[src/hw/rtl/mer_pkg.sv]
// shared types and constants of the midpoint ellipse rasterizer
package mer_pkg;

   localparam int COLOR_W = 4;

   // request command codes
   localparam logic CMD_START   = 1'b0;
   localparam logic CMD_ADVANCE = 1'b1;

   typedef enum logic [4:0] {
      ST_IDLE,
      ST_INIT_RX,
      ST_INIT_RY,
      ST_INIT_PROD,
      ST_INIT_SLOPE,
      ST_SW_U,
      ST_SW_USQ,
      ST_SW_V,
      ST_SW_VSQ,
      ST_SW_W,
      ST_SW_WSQ,
      ST_SW_DONE,
      ST_STEP,
      ST_DELTA,
      ST_DECIDE,
      ST_EMIT_PT,
      ST_EMIT_BLANK
   } state_type;

   typedef enum logic [3:0] {
      DP_NOP,
      DP_LOAD,
      DP_INIT_RX2,
      DP_INIT_RY2,
      DP_INIT_SLOPE,
      DP_SW_SET,
      DP_SW_ADD,
      DP_SW_SUB,
      DP_STEP_ONE,
      DP_STEP_TWO,
      DP_DELTA,
      DP_DEC_UPD
   } dp_op_type;

   typedef enum logic [2:0] {
      MUL_IDLE,
      MUL_RX_RX,
      MUL_RY_RY,
      MUL_RX2_RY,
      MUL_RY_TX,
      MUL_PROD_SQ,
      MUL_RX_TY,
      MUL_RX_RY
   } mul_sel_type;

   typedef struct packed {
      dp_op_type   dp_op;
      mul_sel_type mul_sel;
      logic        out_load;
      logic        out_blank;
   } cmd_type;

   typedef struct packed {
      logic active;
      logic region_two;
      logic r1_cond;
   } status_type;

endpackage

[src/hw/rtl/mer_if.sv]
// request and response channel interfaces of the ellipse rasterizer
interface mer_req_if #(
   parameter int COORD_BITS  = 12,
   parameter int RADIUS_BITS = 11
);
   logic                         valid;
   logic                         ready;
   logic                         command;
   logic [COORD_BITS-1:0]        center_x;
   logic [COORD_BITS-1:0]        center_y;
   logic [RADIUS_BITS-1:0]       radius_x;
   logic [RADIUS_BITS-1:0]       radius_y;
   logic [mer_pkg::COLOR_W-1:0]  pen_color;

   modport source (
      output valid, command, center_x, center_y, radius_x, radius_y, pen_color,
      input  ready
   );
   modport sink (
      input  valid, command, center_x, center_y, radius_x, radius_y, pen_color,
      output ready
   );
endinterface

interface mer_rsp_if #(
   parameter int COORD_BITS = 12
);
   logic                           valid;
   logic                           ready;
   logic signed [COORD_BITS+1:0]   right_x;
   logic signed [COORD_BITS+1:0]   left_x;
   logic signed [COORD_BITS+1:0]   lower_y;
   logic signed [COORD_BITS+1:0]   upper_y;
   logic [mer_pkg::COLOR_W-1:0]    point_color;
   logic                           plot_valid;
   logic                           done_res;

   modport source (
      output valid, right_x, left_x, lower_y, upper_y, point_color, plot_valid,
             done_res,
      input  ready
   );
   modport sink (
      input  valid, right_x, left_x, lower_y, upper_y, point_color, plot_valid,
             done_res,
      output ready
   );
endinterface

[src/hw/rtl/mer_dp.sv]
// datapath of the ellipse rasterizer: shared multiplier, stepping state, result register
module mer_dp #(
   parameter int COORD_BITS  = 12,
   parameter int RADIUS_BITS = 11
) (
   input  logic                          clock,
   input  logic                          reset,
   input  mer_pkg::cmd_type              cmd,
   output mer_pkg::status_type           status,
   input  logic [COORD_BITS-1:0]         req_center_x,
   input  logic [COORD_BITS-1:0]         req_center_y,
   input  logic [RADIUS_BITS-1:0]        req_radius_x,
   input  logic [RADIUS_BITS-1:0]        req_radius_y,
   input  logic [mer_pkg::COLOR_W-1:0]   req_pen_color,
   output logic signed [COORD_BITS+1:0]  rsp_right_x,
   output logic signed [COORD_BITS+1:0]  rsp_left_x,
   output logic signed [COORD_BITS+1:0]  rsp_lower_y,
   output logic signed [COORD_BITS+1:0]  rsp_upper_y,
   output logic [mer_pkg::COLOR_W-1:0]   rsp_point_color,
   output logic                          rsp_plot_valid,
   output logic                          rsp_done_res
);

   localparam int RB      = RADIUS_BITS;
   localparam int SQ_W    = 2 * RB;
   localparam int X_W     = RB + 1;
   localparam int MUL_W   = 2 * RB + 2;
   localparam int PROD_W  = 2 * MUL_W;
   localparam int SLOPE_W = 3 * RB + 7;
   localparam int DELTA_W = SLOPE_W + 2;
   localparam int DEC_W   = (4 * RB + 4 > SLOPE_W + 4) ? 4 * RB + 4 : SLOPE_W + 4;
   localparam int OUT_W   = COORD_BITS + 2;
   localparam int EXT_W   = (OUT_W > X_W + 1) ? OUT_W : X_W + 1;

   logic [RB-1:0]                  rx_ff, rx_in, ry_ff, ry_in;
   logic [COORD_BITS-1:0]          cx_ff, cx_in, cy_ff, cy_in;
   logic [mer_pkg::COLOR_W-1:0]    color_ff, color_in;
   logic [SQ_W-1:0]                rx2_ff, rx2_in, ry2_ff, ry2_in;
   logic [X_W-1:0]                 step_x_ff, step_x_in;
   logic [RB-1:0]                  step_y_ff, step_y_in;
   logic [SLOPE_W-1:0]             slope_x_ff, slope_x_in, slope_y_ff, slope_y_in;
   logic signed [DEC_W-1:0]        decision_ff, decision_in;
   logic [PROD_W-1:0]              prod_ff;
   logic signed [DELTA_W-1:0]      delta_ff, delta_in;
   logic                           x_stepped_ff, x_stepped_in;
   logic                           y_stepped_ff, y_stepped_in;
   logic                           region_two_ff, region_two_in;
   logic                           active_ff, active_in;

   logic [MUL_W-1:0]               mul_a, mul_b;
   logic [PROD_W-1:0]              mul_out;
   logic signed [DEC_W-1:0]        prod_ext;
   logic [SLOPE_W-1:0]             two_rx2, two_ry2;
   logic [SQ_W-1:0]                delta_base;
   logic                           dec_neg;

   logic signed [OUT_W-1:0]        right_x_ff, left_x_ff, lower_y_ff, upper_y_ff;
   logic [mer_pkg::COLOR_W-1:0]    out_color_ff;
   logic                           plot_valid_ff, done_ff;

   // operand selection for the one shared multiplier
   always_comb begin
      mul_a = '0;
      mul_b = '0;
      case (cmd.mul_sel)
         mer_pkg::MUL_RX_RX: begin
            mul_a = MUL_W'(rx_ff);
            mul_b = MUL_W'(rx_ff);
         end
         mer_pkg::MUL_RY_RY: begin
            mul_a = MUL_W'(ry_ff);
            mul_b = MUL_W'(ry_ff);
         end
         mer_pkg::MUL_RX2_RY: begin
            mul_a = MUL_W'(rx2_ff);
            mul_b = MUL_W'(ry_ff);
         end
         mer_pkg::MUL_RY_TX: begin
            mul_a = MUL_W'(ry_ff);
            mul_b = MUL_W'({step_x_ff, 1'b1});
         end
         mer_pkg::MUL_PROD_SQ: begin
            mul_a = prod_ff[MUL_W-1:0];
            mul_b = prod_ff[MUL_W-1:0];
         end
         mer_pkg::MUL_RX_TY: begin
            mul_a = MUL_W'(rx_ff);
            mul_b = MUL_W'(step_y_ff - RB'(1));
         end
         mer_pkg::MUL_RX_RY: begin
            mul_a = MUL_W'(rx_ff);
            mul_b = MUL_W'(ry_ff);
         end
         default: begin
            mul_a = '0;
            mul_b = '0;
         end
      endcase
   end

   assign mul_out  = PROD_W'(mul_a) * PROD_W'(mul_b);
   assign prod_ext = DEC_W'(prod_ff);
   assign two_rx2  = SLOPE_W'({rx2_ff, 1'b0});
   assign two_ry2  = SLOPE_W'({ry2_ff, 1'b0});
   assign dec_neg  = decision_ff[DEC_W-1];
   assign delta_base = region_two_ff ? rx2_ff : ry2_ff;

   always_comb begin
      rx_in         = rx_ff;
      ry_in         = ry_ff;
      cx_in         = cx_ff;
      cy_in         = cy_ff;
      color_in      = color_ff;
      rx2_in        = rx2_ff;
      ry2_in        = ry2_ff;
      step_x_in     = step_x_ff;
      step_y_in     = step_y_ff;
      slope_x_in    = slope_x_ff;
      slope_y_in    = slope_y_ff;
      decision_in   = decision_ff;
      delta_in      = delta_ff;
      x_stepped_in  = x_stepped_ff;
      y_stepped_in  = y_stepped_ff;
      region_two_in = region_two_ff;
      active_in     = active_ff;
      case (cmd.dp_op)
         mer_pkg::DP_LOAD: begin
            rx_in         = req_radius_x;
            ry_in         = req_radius_y;
            cx_in         = req_center_x;
            cy_in         = req_center_y;
            color_in      = req_pen_color;
            step_x_in     = '0;
            step_y_in     = req_radius_y;
            slope_x_in    = '0;
            region_two_in = 1'b0;
         end
         mer_pkg::DP_INIT_RX2: begin
            rx2_in      = prod_ff[SQ_W-1:0];
            decision_in = prod_ext;
         end
         mer_pkg::DP_INIT_RY2: begin
            ry2_in      = prod_ff[SQ_W-1:0];
            decision_in = decision_ff + (prod_ext <<< 2);
         end
         mer_pkg::DP_INIT_SLOPE: begin
            slope_y_in  = SLOPE_W'(prod_ff) << 1;
            decision_in = decision_ff - (prod_ext <<< 2);
            active_in   = (ry_ff != '0);
         end
         mer_pkg::DP_SW_SET: begin
            decision_in = prod_ext;
         end
         mer_pkg::DP_SW_ADD: begin
            decision_in = decision_ff + (prod_ext <<< 2);
         end
         mer_pkg::DP_SW_SUB: begin
            decision_in   = decision_ff - (prod_ext <<< 2);
            region_two_in = 1'b1;
         end
         mer_pkg::DP_STEP_ONE: begin
            step_x_in    = step_x_ff + X_W'(1);
            slope_x_in   = slope_x_ff + two_ry2;
            x_stepped_in = 1'b1;
            y_stepped_in = !dec_neg;
            if (!dec_neg) begin
               step_y_in  = step_y_ff - RB'(1);
               slope_y_in = slope_y_ff - two_rx2;
            end
         end
         mer_pkg::DP_STEP_TWO: begin
            step_y_in    = step_y_ff - RB'(1);
            slope_y_in   = slope_y_ff - two_rx2;
            y_stepped_in = 1'b1;
            x_stepped_in = dec_neg;
            if (dec_neg) begin
               step_x_in  = step_x_ff + X_W'(1);
               slope_x_in = slope_x_ff + two_ry2;
            end
         end
         mer_pkg::DP_DELTA: begin
            delta_in = DELTA_W'(delta_base)
                     + (x_stepped_ff ? DELTA_W'(slope_x_ff) : DELTA_W'(0))
                     - (y_stepped_ff ? DELTA_W'(slope_y_ff) : DELTA_W'(0));
         end
         mer_pkg::DP_DEC_UPD: begin
            decision_in = decision_ff + (DEC_W'(delta_ff) <<< 2);
            if (step_y_ff == '0) begin
               active_in = 1'b0;
            end
         end
         default: begin
            active_in = active_ff;
         end
      endcase
   end

   always_ff @(posedge clock) begin
      rx_ff        <= rx_in;
      ry_ff        <= ry_in;
      cx_ff        <= cx_in;
      cy_ff        <= cy_in;
      color_ff     <= color_in;
      rx2_ff       <= rx2_in;
      ry2_ff       <= ry2_in;
      step_x_ff    <= step_x_in;
      step_y_ff    <= step_y_in;
      slope_x_ff   <= slope_x_in;
      slope_y_ff   <= slope_y_in;
      decision_ff  <= decision_in;
      prod_ff      <= mul_out;
      delta_ff     <= delta_in;
      x_stepped_ff <= x_stepped_in;
      y_stepped_ff <= y_stepped_in;
      if (reset) begin
         region_two_ff <= 1'b0;
         active_ff     <= 1'b0;
      end else begin
         region_two_ff <= region_two_in;
         active_ff     <= active_in;
      end
   end

   // result register
   always_ff @(posedge clock) begin
      if (cmd.out_load) begin
         if (cmd.out_blank) begin
            right_x_ff    <= '0;
            left_x_ff     <= '0;
            lower_y_ff    <= '0;
            upper_y_ff    <= '0;
            out_color_ff  <= '0;
            plot_valid_ff <= 1'b0;
            done_ff       <= 1'b1;
         end else begin
            right_x_ff    <= OUT_W'(EXT_W'(cx_ff) + EXT_W'(step_x_ff));
            left_x_ff     <= OUT_W'(EXT_W'(cx_ff) - EXT_W'(step_x_ff));
            lower_y_ff    <= OUT_W'(EXT_W'(cy_ff) + EXT_W'(step_y_ff));
            upper_y_ff    <= OUT_W'(EXT_W'(cy_ff) - EXT_W'(step_y_ff));
            out_color_ff  <= color_ff;
            plot_valid_ff <= 1'b1;
            done_ff       <= (step_y_ff == '0);
         end
      end
   end

   assign rsp_right_x     = right_x_ff;
   assign rsp_left_x      = left_x_ff;
   assign rsp_lower_y     = lower_y_ff;
   assign rsp_upper_y     = upper_y_ff;
   assign rsp_point_color = out_color_ff;
   assign rsp_plot_valid  = plot_valid_ff;
   assign rsp_done_res    = done_ff;

   assign status.active     = active_ff;
   assign status.region_two = region_two_ff;
   assign status.r1_cond    = !region_two_ff && (slope_x_ff < slope_y_ff);

   a_step_one_in_region_one : assert property (@(posedge clock) disable iff (reset)
      cmd.dp_op == mer_pkg::DP_STEP_ONE |-> !region_two_ff && (slope_x_ff < slope_y_ff))
      else $error("region one step issued outside region one");

   a_step_two_active : assert property (@(posedge clock) disable iff (reset)
      cmd.dp_op == mer_pkg::DP_STEP_TWO |-> region_two_ff && active_ff)
      else $error("region two step issued while idle or in region one");

   a_point_done_match : assert property (@(posedge clock) disable iff (reset)
      cmd.out_load && !cmd.out_blank |=> plot_valid_ff && (done_ff == (step_y_ff == '0)))
      else $error("done flag does not match the y offset of the point");

endmodule

[src/hw/rtl/mer_ctrl.sv]
// controller of the ellipse rasterizer: sequencing of start, step and region switch
module mer_ctrl (
   input  logic                 clock,
   input  logic                 reset,
   input  logic                 req_valid,
   input  logic                 req_command,
   output logic                 req_ready,
   output logic                 rsp_valid,
   input  logic                 rsp_ready,
   input  mer_pkg::status_type  status,
   output mer_pkg::cmd_type     cmd
);

   mer_pkg::state_type state_ff, state_in;
   logic               rsp_valid_ff, rsp_valid_in;
   logic               req_fire;
   logic               slot_free;

   assign req_ready = (state_ff == mer_pkg::ST_IDLE);
   assign req_fire  = req_valid && req_ready;
   assign slot_free = !rsp_valid_ff || rsp_ready;

   // next state
   always_comb begin
      state_in = state_ff;
      case (state_ff)
         mer_pkg::ST_IDLE: begin
            if (req_fire) begin
               if (req_command == mer_pkg::CMD_START) begin
                  state_in = mer_pkg::ST_INIT_RX;
               end else if (!status.active) begin
                  state_in = mer_pkg::ST_EMIT_BLANK;
               end else if (!status.region_two && !status.r1_cond) begin
                  state_in = mer_pkg::ST_SW_U;
               end else begin
                  state_in = mer_pkg::ST_STEP;
               end
            end
         end
         mer_pkg::ST_INIT_RX:    state_in = mer_pkg::ST_INIT_RY;
         mer_pkg::ST_INIT_RY:    state_in = mer_pkg::ST_INIT_PROD;
         mer_pkg::ST_INIT_PROD:  state_in = mer_pkg::ST_INIT_SLOPE;
         mer_pkg::ST_INIT_SLOPE: state_in = mer_pkg::ST_EMIT_PT;
         mer_pkg::ST_SW_U:       state_in = mer_pkg::ST_SW_USQ;
         mer_pkg::ST_SW_USQ:     state_in = mer_pkg::ST_SW_V;
         mer_pkg::ST_SW_V:       state_in = mer_pkg::ST_SW_VSQ;
         mer_pkg::ST_SW_VSQ:     state_in = mer_pkg::ST_SW_W;
         mer_pkg::ST_SW_W:       state_in = mer_pkg::ST_SW_WSQ;
         mer_pkg::ST_SW_WSQ:     state_in = mer_pkg::ST_SW_DONE;
         mer_pkg::ST_SW_DONE:    state_in = mer_pkg::ST_STEP;
         mer_pkg::ST_STEP:       state_in = mer_pkg::ST_DELTA;
         mer_pkg::ST_DELTA:      state_in = mer_pkg::ST_DECIDE;
         mer_pkg::ST_DECIDE:     state_in = mer_pkg::ST_EMIT_PT;
         mer_pkg::ST_EMIT_PT,
         mer_pkg::ST_EMIT_BLANK: begin
            if (slot_free) begin
               state_in = mer_pkg::ST_IDLE;
            end
         end
         default: state_in = mer_pkg::ST_IDLE;
      endcase
   end

   // commands to the datapath
   always_comb begin
      cmd.dp_op     = mer_pkg::DP_NOP;
      cmd.mul_sel   = mer_pkg::MUL_IDLE;
      cmd.out_load  = 1'b0;
      cmd.out_blank = 1'b0;
      case (state_ff)
         mer_pkg::ST_IDLE: begin
            if (req_fire && req_command == mer_pkg::CMD_START) begin
               cmd.dp_op = mer_pkg::DP_LOAD;
            end
         end
         mer_pkg::ST_INIT_RX: cmd.mul_sel = mer_pkg::MUL_RX_RX;
         mer_pkg::ST_INIT_RY: begin
            cmd.dp_op   = mer_pkg::DP_INIT_RX2;
            cmd.mul_sel = mer_pkg::MUL_RY_RY;
         end
         mer_pkg::ST_INIT_PROD: begin
            cmd.dp_op   = mer_pkg::DP_INIT_RY2;
            cmd.mul_sel = mer_pkg::MUL_RX2_RY;
         end
         mer_pkg::ST_INIT_SLOPE: cmd.dp_op = mer_pkg::DP_INIT_SLOPE;
         mer_pkg::ST_SW_U:       cmd.mul_sel = mer_pkg::MUL_RY_TX;
         mer_pkg::ST_SW_USQ:     cmd.mul_sel = mer_pkg::MUL_PROD_SQ;
         mer_pkg::ST_SW_V: begin
            cmd.dp_op   = mer_pkg::DP_SW_SET;
            cmd.mul_sel = mer_pkg::MUL_RX_TY;
         end
         mer_pkg::ST_SW_VSQ:     cmd.mul_sel = mer_pkg::MUL_PROD_SQ;
         mer_pkg::ST_SW_W: begin
            cmd.dp_op   = mer_pkg::DP_SW_ADD;
            cmd.mul_sel = mer_pkg::MUL_RX_RY;
         end
         mer_pkg::ST_SW_WSQ:     cmd.mul_sel = mer_pkg::MUL_PROD_SQ;
         mer_pkg::ST_SW_DONE:    cmd.dp_op = mer_pkg::DP_SW_SUB;
         mer_pkg::ST_STEP: begin
            cmd.dp_op = status.r1_cond ? mer_pkg::DP_STEP_ONE : mer_pkg::DP_STEP_TWO;
         end
         mer_pkg::ST_DELTA:      cmd.dp_op = mer_pkg::DP_DELTA;
         mer_pkg::ST_DECIDE:     cmd.dp_op = mer_pkg::DP_DEC_UPD;
         mer_pkg::ST_EMIT_PT: begin
            cmd.out_load = slot_free;
         end
         mer_pkg::ST_EMIT_BLANK: begin
            cmd.out_load  = slot_free;
            cmd.out_blank = 1'b1;
         end
         default: cmd.dp_op = mer_pkg::DP_NOP;
      endcase
   end

   always_comb begin
      rsp_valid_in = rsp_valid_ff;
      if (cmd.out_load) begin
         rsp_valid_in = 1'b1;
      end else if (rsp_ready) begin
         rsp_valid_in = 1'b0;
      end
   end

   always_ff @(posedge clock) begin
      if (reset) begin
         state_ff     <= mer_pkg::ST_IDLE;
         rsp_valid_ff <= 1'b0;
      end else begin
         state_ff     <= state_in;
         rsp_valid_ff <= rsp_valid_in;
      end
   end

   assign rsp_valid = rsp_valid_ff;

   a_no_overwrite : assert property (@(posedge clock) disable iff (reset)
      cmd.out_load |-> (!rsp_valid_ff || rsp_ready))
      else $error("result register loaded while an untaken response is held");

   a_idle_advance_blank : assert property (@(posedge clock) disable iff (reset)
      req_fire && req_command == mer_pkg::CMD_ADVANCE && !status.active
      |=> state_ff == mer_pkg::ST_EMIT_BLANK)
      else $error("advance while idle did not lead to a blank response");

   a_start_sequence : assert property (@(posedge clock) disable iff (reset)
      req_fire && req_command == mer_pkg::CMD_START |=> state_ff == mer_pkg::ST_INIT_RX
      ##4 state_ff == mer_pkg::ST_EMIT_PT)
      else $error("start did not run the setup sequence");

endmodule

[src/hw/rtl/midpoint_ellipse_rasterizer_unit.sv]
// top level of the midpoint ellipse rasterizer
//
//  channel   modport            handshake      payload
//  req_chan  mer_req_if.sink    valid/ready    command, center_x/y, radius_x/y, pen_color
//  rsp_chan  mer_rsp_if.source  valid/ready    right_x, left_x, lower_y, upper_y,
//                                              point_color, plot_valid, done_res
//
//  the response register is loaded after init rx, ry, prod and slope for a start, after
//  step, delta and decide for an advance, with sw u to sw done ahead on the one advance
//  that moves from region one to region two, and in emit blank for an advance while idle;
//  req ready returns the cycle after the load; the single shared multiplier and the split
//  decision update set the states; the response sits in a register, so a new request is
//  taken while it waits; an untaken response holds the next load back until rsp ready
//  synchronous active-high reset leaves the unit idle: an advance then answers blank
module midpoint_ellipse_rasterizer_unit #(
   parameter int COORD_BITS  = 12,
   parameter int RADIUS_BITS = 11
) (
   input logic       clock,
   input logic       reset,
   mer_req_if.sink   req_chan,
   mer_rsp_if.source rsp_chan
);

   // command and status bundles between controller and datapath
   mer_pkg::cmd_type    cmd;
   mer_pkg::status_type status;

   // controller: handshakes, state sequence, response valid
   mer_ctrl u_ctrl (
      .clock       (clock),
      .reset       (reset),
      .req_valid   (req_chan.valid),
      .req_command (req_chan.command),
      .req_ready   (req_chan.ready),
      .rsp_valid   (rsp_chan.valid),
      .rsp_ready   (rsp_chan.ready),
      .status      (status),
      .cmd         (cmd)
   );

   // datapath: radii squares, slope terms, scaled decision and the result register
   mer_dp #(
      .COORD_BITS  (COORD_BITS),
      .RADIUS_BITS (RADIUS_BITS)
   ) u_dp (
      .clock           (clock),
      .reset           (reset),
      .cmd             (cmd),
      .status          (status),
      .req_center_x    (req_chan.center_x),
      .req_center_y    (req_chan.center_y),
      .req_radius_x    (req_chan.radius_x),
      .req_radius_y    (req_chan.radius_y),
      .req_pen_color   (req_chan.pen_color),
      .rsp_right_x     (rsp_chan.right_x),
      .rsp_left_x      (rsp_chan.left_x),
      .rsp_lower_y     (rsp_chan.lower_y),
      .rsp_upper_y     (rsp_chan.upper_y),
      .rsp_point_color (rsp_chan.point_color),
      .rsp_plot_valid  (rsp_chan.plot_valid),
      .rsp_done_res    (rsp_chan.done_res)
   );

endmodule
[src/flat_wrapper.sv]
// flat-port wrapper written by rule: the top's interface ports become plain ports
module midpoint_ellipse_rasterizer_unit_flat 
#(
   parameter int COORD_BITS  = 12,
   parameter int RADIUS_BITS = 11
)
  (clock, reset, req_chan_valid, req_chan_command, req_chan_center_x, req_chan_center_y, req_chan_radius_x, req_chan_radius_y, req_chan_pen_color, req_chan_ready, rsp_chan_valid, rsp_chan_right_x, rsp_chan_left_x, rsp_chan_lower_y, rsp_chan_upper_y, rsp_chan_point_color, rsp_chan_plot_valid, rsp_chan_done_res, rsp_chan_ready);
  mer_req_if #(.COORD_BITS(COORD_BITS), .RADIUS_BITS(RADIUS_BITS)) req_chan_i ();
  mer_rsp_if #(.COORD_BITS(COORD_BITS)) rsp_chan_i ();
  input logic clock;
  input logic reset;
  input wire logic [$bits(req_chan_i.valid)-1:0] req_chan_valid;
  input wire logic [$bits(req_chan_i.command)-1:0] req_chan_command;
  input wire logic [$bits(req_chan_i.center_x)-1:0] req_chan_center_x;
  input wire logic [$bits(req_chan_i.center_y)-1:0] req_chan_center_y;
  input wire logic [$bits(req_chan_i.radius_x)-1:0] req_chan_radius_x;
  input wire logic [$bits(req_chan_i.radius_y)-1:0] req_chan_radius_y;
  input wire logic [$bits(req_chan_i.pen_color)-1:0] req_chan_pen_color;
  output wire logic [$bits(req_chan_i.ready)-1:0] req_chan_ready;
  output wire logic [$bits(rsp_chan_i.valid)-1:0] rsp_chan_valid;
  output wire logic [$bits(rsp_chan_i.right_x)-1:0] rsp_chan_right_x;
  output wire logic [$bits(rsp_chan_i.left_x)-1:0] rsp_chan_left_x;
  output wire logic [$bits(rsp_chan_i.lower_y)-1:0] rsp_chan_lower_y;
  output wire logic [$bits(rsp_chan_i.upper_y)-1:0] rsp_chan_upper_y;
  output wire logic [$bits(rsp_chan_i.point_color)-1:0] rsp_chan_point_color;
  output wire logic [$bits(rsp_chan_i.plot_valid)-1:0] rsp_chan_plot_valid;
  output wire logic [$bits(rsp_chan_i.done_res)-1:0] rsp_chan_done_res;
  input wire logic [$bits(rsp_chan_i.ready)-1:0] rsp_chan_ready;
  assign req_chan_i.valid = req_chan_valid;
  assign req_chan_i.command = req_chan_command;
  assign req_chan_i.center_x = req_chan_center_x;
  assign req_chan_i.center_y = req_chan_center_y;
  assign req_chan_i.radius_x = req_chan_radius_x;
  assign req_chan_i.radius_y = req_chan_radius_y;
  assign req_chan_i.pen_color = req_chan_pen_color;
  assign req_chan_ready = req_chan_i.ready;
  assign rsp_chan_valid = rsp_chan_i.valid;
  assign rsp_chan_right_x = rsp_chan_i.right_x;
  assign rsp_chan_left_x = rsp_chan_i.left_x;
  assign rsp_chan_lower_y = rsp_chan_i.lower_y;
  assign rsp_chan_upper_y = rsp_chan_i.upper_y;
  assign rsp_chan_point_color = rsp_chan_i.point_color;
  assign rsp_chan_plot_valid = rsp_chan_i.plot_valid;
  assign rsp_chan_done_res = rsp_chan_i.done_res;
  assign rsp_chan_i.ready = rsp_chan_ready;
  midpoint_ellipse_rasterizer_unit #(.COORD_BITS(COORD_BITS), .RADIUS_BITS(RADIUS_BITS)) u_core (.clock(clock), .reset(reset), .req_chan(req_chan_i), .rsp_chan(rsp_chan_i));
endmodule
[config.mk]
export PLATFORM = sky130hd
export DESIGN_NAME = midpoint_ellipse_rasterizer_unit_flat
export DESIGN_NICKNAME = d
export VERILOG_FILES = /design/src/hw/rtl/mer_pkg.sv /design/src/hw/rtl/mer_if.sv /design/src/hw/rtl/mer_dp.sv /design/src/hw/rtl/mer_ctrl.sv /design/src/hw/rtl/midpoint_ellipse_rasterizer_unit.sv /design/src/flat_wrapper.sv
export SDC_FILE = /design/constraint.sdc
export NUM_CORES = 2
export LEC_CHECK = 0
export BUFFER_PORTS_ARGS = -buffer_cell sky130_fd_sc_hd__buf_2
export CORE_ASPECT_RATIO = 0.7
export CORE_MARGIN = 2
export CORE_UTILIZATION = 60
export CTS_BUF_LIST = sky130_fd_sc_hd__clkbuf_4
export DETAILED_ROUTE_END_ITERATION = 8
export PLACE_DENSITY_LB_ADDON = 0.12
export SLEW_MARGIN = 30
export SYNTH_ARGS = -nofsm -noshare
export SYNTH_HDL_FRONTEND = slang
export SYNTH_HIERARCHICAL = 1
export SYNTH_SLANG_ARGS = --single-unit
export TNS_END_PERCENT = 10
[constraint.sdc]
create_clock -name clock -period 8.8 [get_ports clock]
set_input_delay 1.76 -clock clock [delete_from_list [all_inputs] [get_ports clock]]
set_output_delay 1.76 -clock clock [all_outputs]
set_load 0.01 [all_outputs]
==> impl_metrics.csv <==
group,metric,value,unit
floorplanning,start_util,60.3,%
setup_path,crit_path_end_kind,"flip-flop",
setup_path,cpPeakStageDelay,0.56,ns
clock_tree,clock-root-buffer,"clkbuf_4",
clock_tree,worstSkewPairLatency,0.92,ns
logic_synthesis,synth_area,46100,um^2
logic_synthesis,ys_types,90,
clock_tree,htree_levels,3,
status,outcome,"finished, final reports clean",
clock_tree,cts-hold-fix-buffers,0,
place,gp_congestion,1.00,
routing,wl,138000,um
routing,avgViaCountPerCell,5.88,
logic_synthesis,ys_seq_area_share,24.6,%
logic_synthesis,async_flop_share,0,%
layout,syn_to_final_growth,12.5,%
logic_synthesis,synthTopCellsByArea,"fa_1, edfxtp_1, ha_1",
setup_path,arrival,9.36,ns
clock_tree,cts_tree,"yes",
layout,design_area,51900,um^2
logic_synthesis,yosysTopAreaCell,"fa_1",
clock_tree,cts_buffers,96,
timing,finalCritPeriodShare,98.1,%
floorplanning,die_area,79100,um^2
timing,layout_min_cycle_time,8.63,ns
timing,report.final.slew_viol_count,0,
power_and_ir_drop,power.switching,2.50,mW
power_and_ir_drop,power.density,125,nW/um^2
routing,drtIter0Drc,3941,
global_route,grt_max_degree,88,
place,place_hpwl,110000,um
hold_path,holdPathStages,1,
clock_tree,path_clk_slew,0.08,ns
layout,nets,6419,
logic_synthesis,ys_ff_latch,397,
clock_tree,clkSinkCount,397,
place,port_buffers,116,
floorplanning,fp-row-count,85,
clock_tree,clockBufferDepth,3,
power_and_ir_drop,sw_frac_of_total,38.6,%
setup_path,slowest_stage,"fa_1",
timing,clock_skew,0.108,ns
floorplanning,die_w,335,um
global_route,grt_pass1_wl,214000,um
timing,rsz0062_at_grt,"true",
power_and_ir_drop,clock_power_share,25.4,%
logic_synthesis,synthFlopType,"edfxtp_1",
global_route,grt_use_total,34.9,%
setup_path,critPathLaunchType,"flip-flop",
logic_synthesis,syn_avg_cell_area,9.00,um^2
power_and_ir_drop,irDropWorstVdd,0.130,mV
layout,layout-drive-gt1-share,13.2,%
power_and_ir_drop,p_leak,24.1,nW
global_route,antenna_found_initial,5,
routing,drtPass1Iterations,8,
global_route,grt_overflow,0,
flow_run,max-cap-violations,0,
floorplanning,die_h,236,um
routing,ant_nets,0,
routing,drc,0,
logic_synthesis,synth_top_area_share,22.2,%
routing,post_drt_wl_per_cell,21.1,um
layout,fillCellCount,6271,
timing,setup_violations,0,
layout,n_antenna_cell,0,
floorplanning,core,76500,um^2
floorplanning,ios,119,
setup_path,reg2regPathDepth,35,
global_route,grt_pass1_vias,37700,
logic_synthesis,synth_warnings,6,
routing,num_vias,38400,
place,postPlaceCellArea,50000,um^2
setup_path,crit_required,9.53,ns
power_and_ir_drop,p_seq_share,37.2,%
timing,worst_slew_pin_slew,0.929,ns
setup_path,cp_max_fo,14,
layout,fin_util,67.9,%
power_and_ir_drop,comb_power_share,37.4,%
setup_path,crit_top_cell,"fa_1",
timing,relSlewSlack,38.0,%
timing,max_freq,116,MHz
power_and_ir_drop,finalPower,6.48,mW
setup_path,critPathKind,"reg -> reg",
power_and_ir_drop,p_int,3.98,mW
hold_path,hold_path_class,"reg -> reg",
timing,hold_viol,0,
logic_synthesis,synth-edff-count,341,
logic_synthesis,synthCells,5126,
## power by group through the flow
stage	sequential, mW	combinational [mW]	clock [mW]
3_3_place_gp	2.44	2.25	0
6_report	2.41	2.42	1.64
3_5_place_dp	2.44	2.29	0
5_1_grt	2.42	2.63	1.76
2_1_floorplan	2.39	1.48	0
4_1_cts	2.40	2.31	1.67
## worst max-delay path, delay by kind of cell (launching register included)
family          cells  cell delay [ns]
buf+inv            11             1.26
fa+ha+maj           8             3.90
simple gates        6             1.07
xor+xnor            1             0.12
flops               1             0.31
compound gates      9             1.82
## registers in the layout, indices dropped and copies added, names as in the netlist, 22 cells and up
register,count
u_core/u_dp/slope_x_ff,39
u_core/u_dp/rx2_ff,22
u_core/u_dp/decision_ff,46
u_core/u_dp/prod_ext,48
u_core/u_dp/ry2_ff,22
u_core/u_dp/slope_y_ff,39
u_core/u_dp/delta_ff,42
## path summary, 6_finish.rpt
path | startpoint | to | slack (ns)
worst max register to register | u_core/u_ctrl/state_ff[1] | u_core/u_dp/prod_ext[47] | 0.17
worst max-delay path | u_core/u_ctrl/state_ff[1] | u_core/u_dp/prod_ext[47] | 0.17
worst min-delay path | u_core/u_dp/color_ff[1] | u_core/u_dp/rsp_point_color[1] | 0.54
worst min register to register | u_core/u_dp/color_ff[1] | u_core/u_dp/rsp_point_color[1] | 0.54
## synth_stat cells (14+ instances only)
cell and instances:
edfxtp_1 341, o21a_1 27, mux2i_1 24, a21oi_1 222
o21ai_0 243, nand2_1 685, a21o_1 107, or2_2 14
and2_1 97, a211oi_1 31, o211ai_1 18, ha_1 407
a221oi_1 21, o21bai_1 28, and3_1 30, o31ai_1 14
nor2b_1 51, nor3_1 73, a221o_1 38, inv_1 854
nor2_1 393, or3_1 23, nand2b_1 44, nand4_1 51
nor4_1 22, dfxtp_1 56, a22oi_1 15, nand3_1 47
clkbuf_1 197, a31oi_1 24, xnor2_1 157, fa_1 512
xor2_1 69
## final cells by class
cell class | count | area, um^2 | area share, %
Sequential cell | 397 | 11400 | 21.9
Timing Repair Buffer | 433 | 3590 | 6.92
Clock buffer | 144 | 1080 | 2.08
Multi-Input combinational cell | 3662 | 31200 | 60.1
Clock inverter | 38 | 210 | 0.405
Tap cell | 1000 | 1250 | 2.41
Inverter | 855 | 3210 | 6.18
## placed cells by master, fill, tap and decap left out, types with 21 or more instances in the layout
master	instances
inv_1	847
nand2_1	677
fa_1	508
ha_1	403
nor2_1	382
edfxtp_1	341
buf_4	261
o21ai_0	233
a21oi_1	204
xnor2_1	157
clkbuf_4	144
buf_2	116
a21o_1	107
and2_1	95
nor3_1	69
xor2_1	69
dfxtp_1	53
nand4_1	51
nor2b_1	47
nand3_1	46
nand2b_1	43
buf_12	41
a221o_1	38
and3_1	30
a211oi_1	27
o21bai_1	27
o21a_1	26
clkinv_1	25
mux2i_1	24
a31oi_1	22
or3_1	22
nor4_1	21
## stage by stage
step	hold WS, ns	TNS [ns]	setup WS, ns	cells
detailed placement	0.525	-0.433	-0.241	6323
global route	0.586	-0.250	-0.123	6529
floorplan	0.424	0	0.192	5127
CTS	0.544	0	0.00433	6505
finish	0.542	0	0.169	6529
global placement	0.513	-0.170	-0.156	6322
## what timing repair did
action,CTS,global route
setup buffers,0,21
gates resized for setup,8,95
cloned,0,4
setup endpoints to repair,7,18
pin swaps,3,37
## kinds of logic after synthesis
logic type / count (synthesis) / share of synthesized area, %
mux: 27 / 0.619
buf+inv: 1068 / 8.81
other cells: 1 / 0.00813
fa+ha+maj: 919 / 33.3
compound gates: 913 / 12.9
xor+xnor: 226 / 4.29
flops: 397 / 24.6
simple gates: 1575 / 15.5
## layer usage
metal,vias to the layer above,wire length (um),GRT usage (%)
met4,8,3730,8.47
met3,259,15800,9.54
li1,17600,-,-
met1,18600,61000,52.4
met2,1888,57100,50.1
met5,-,44,0
No activity file was read; power rests on OpenSTA's default activity.
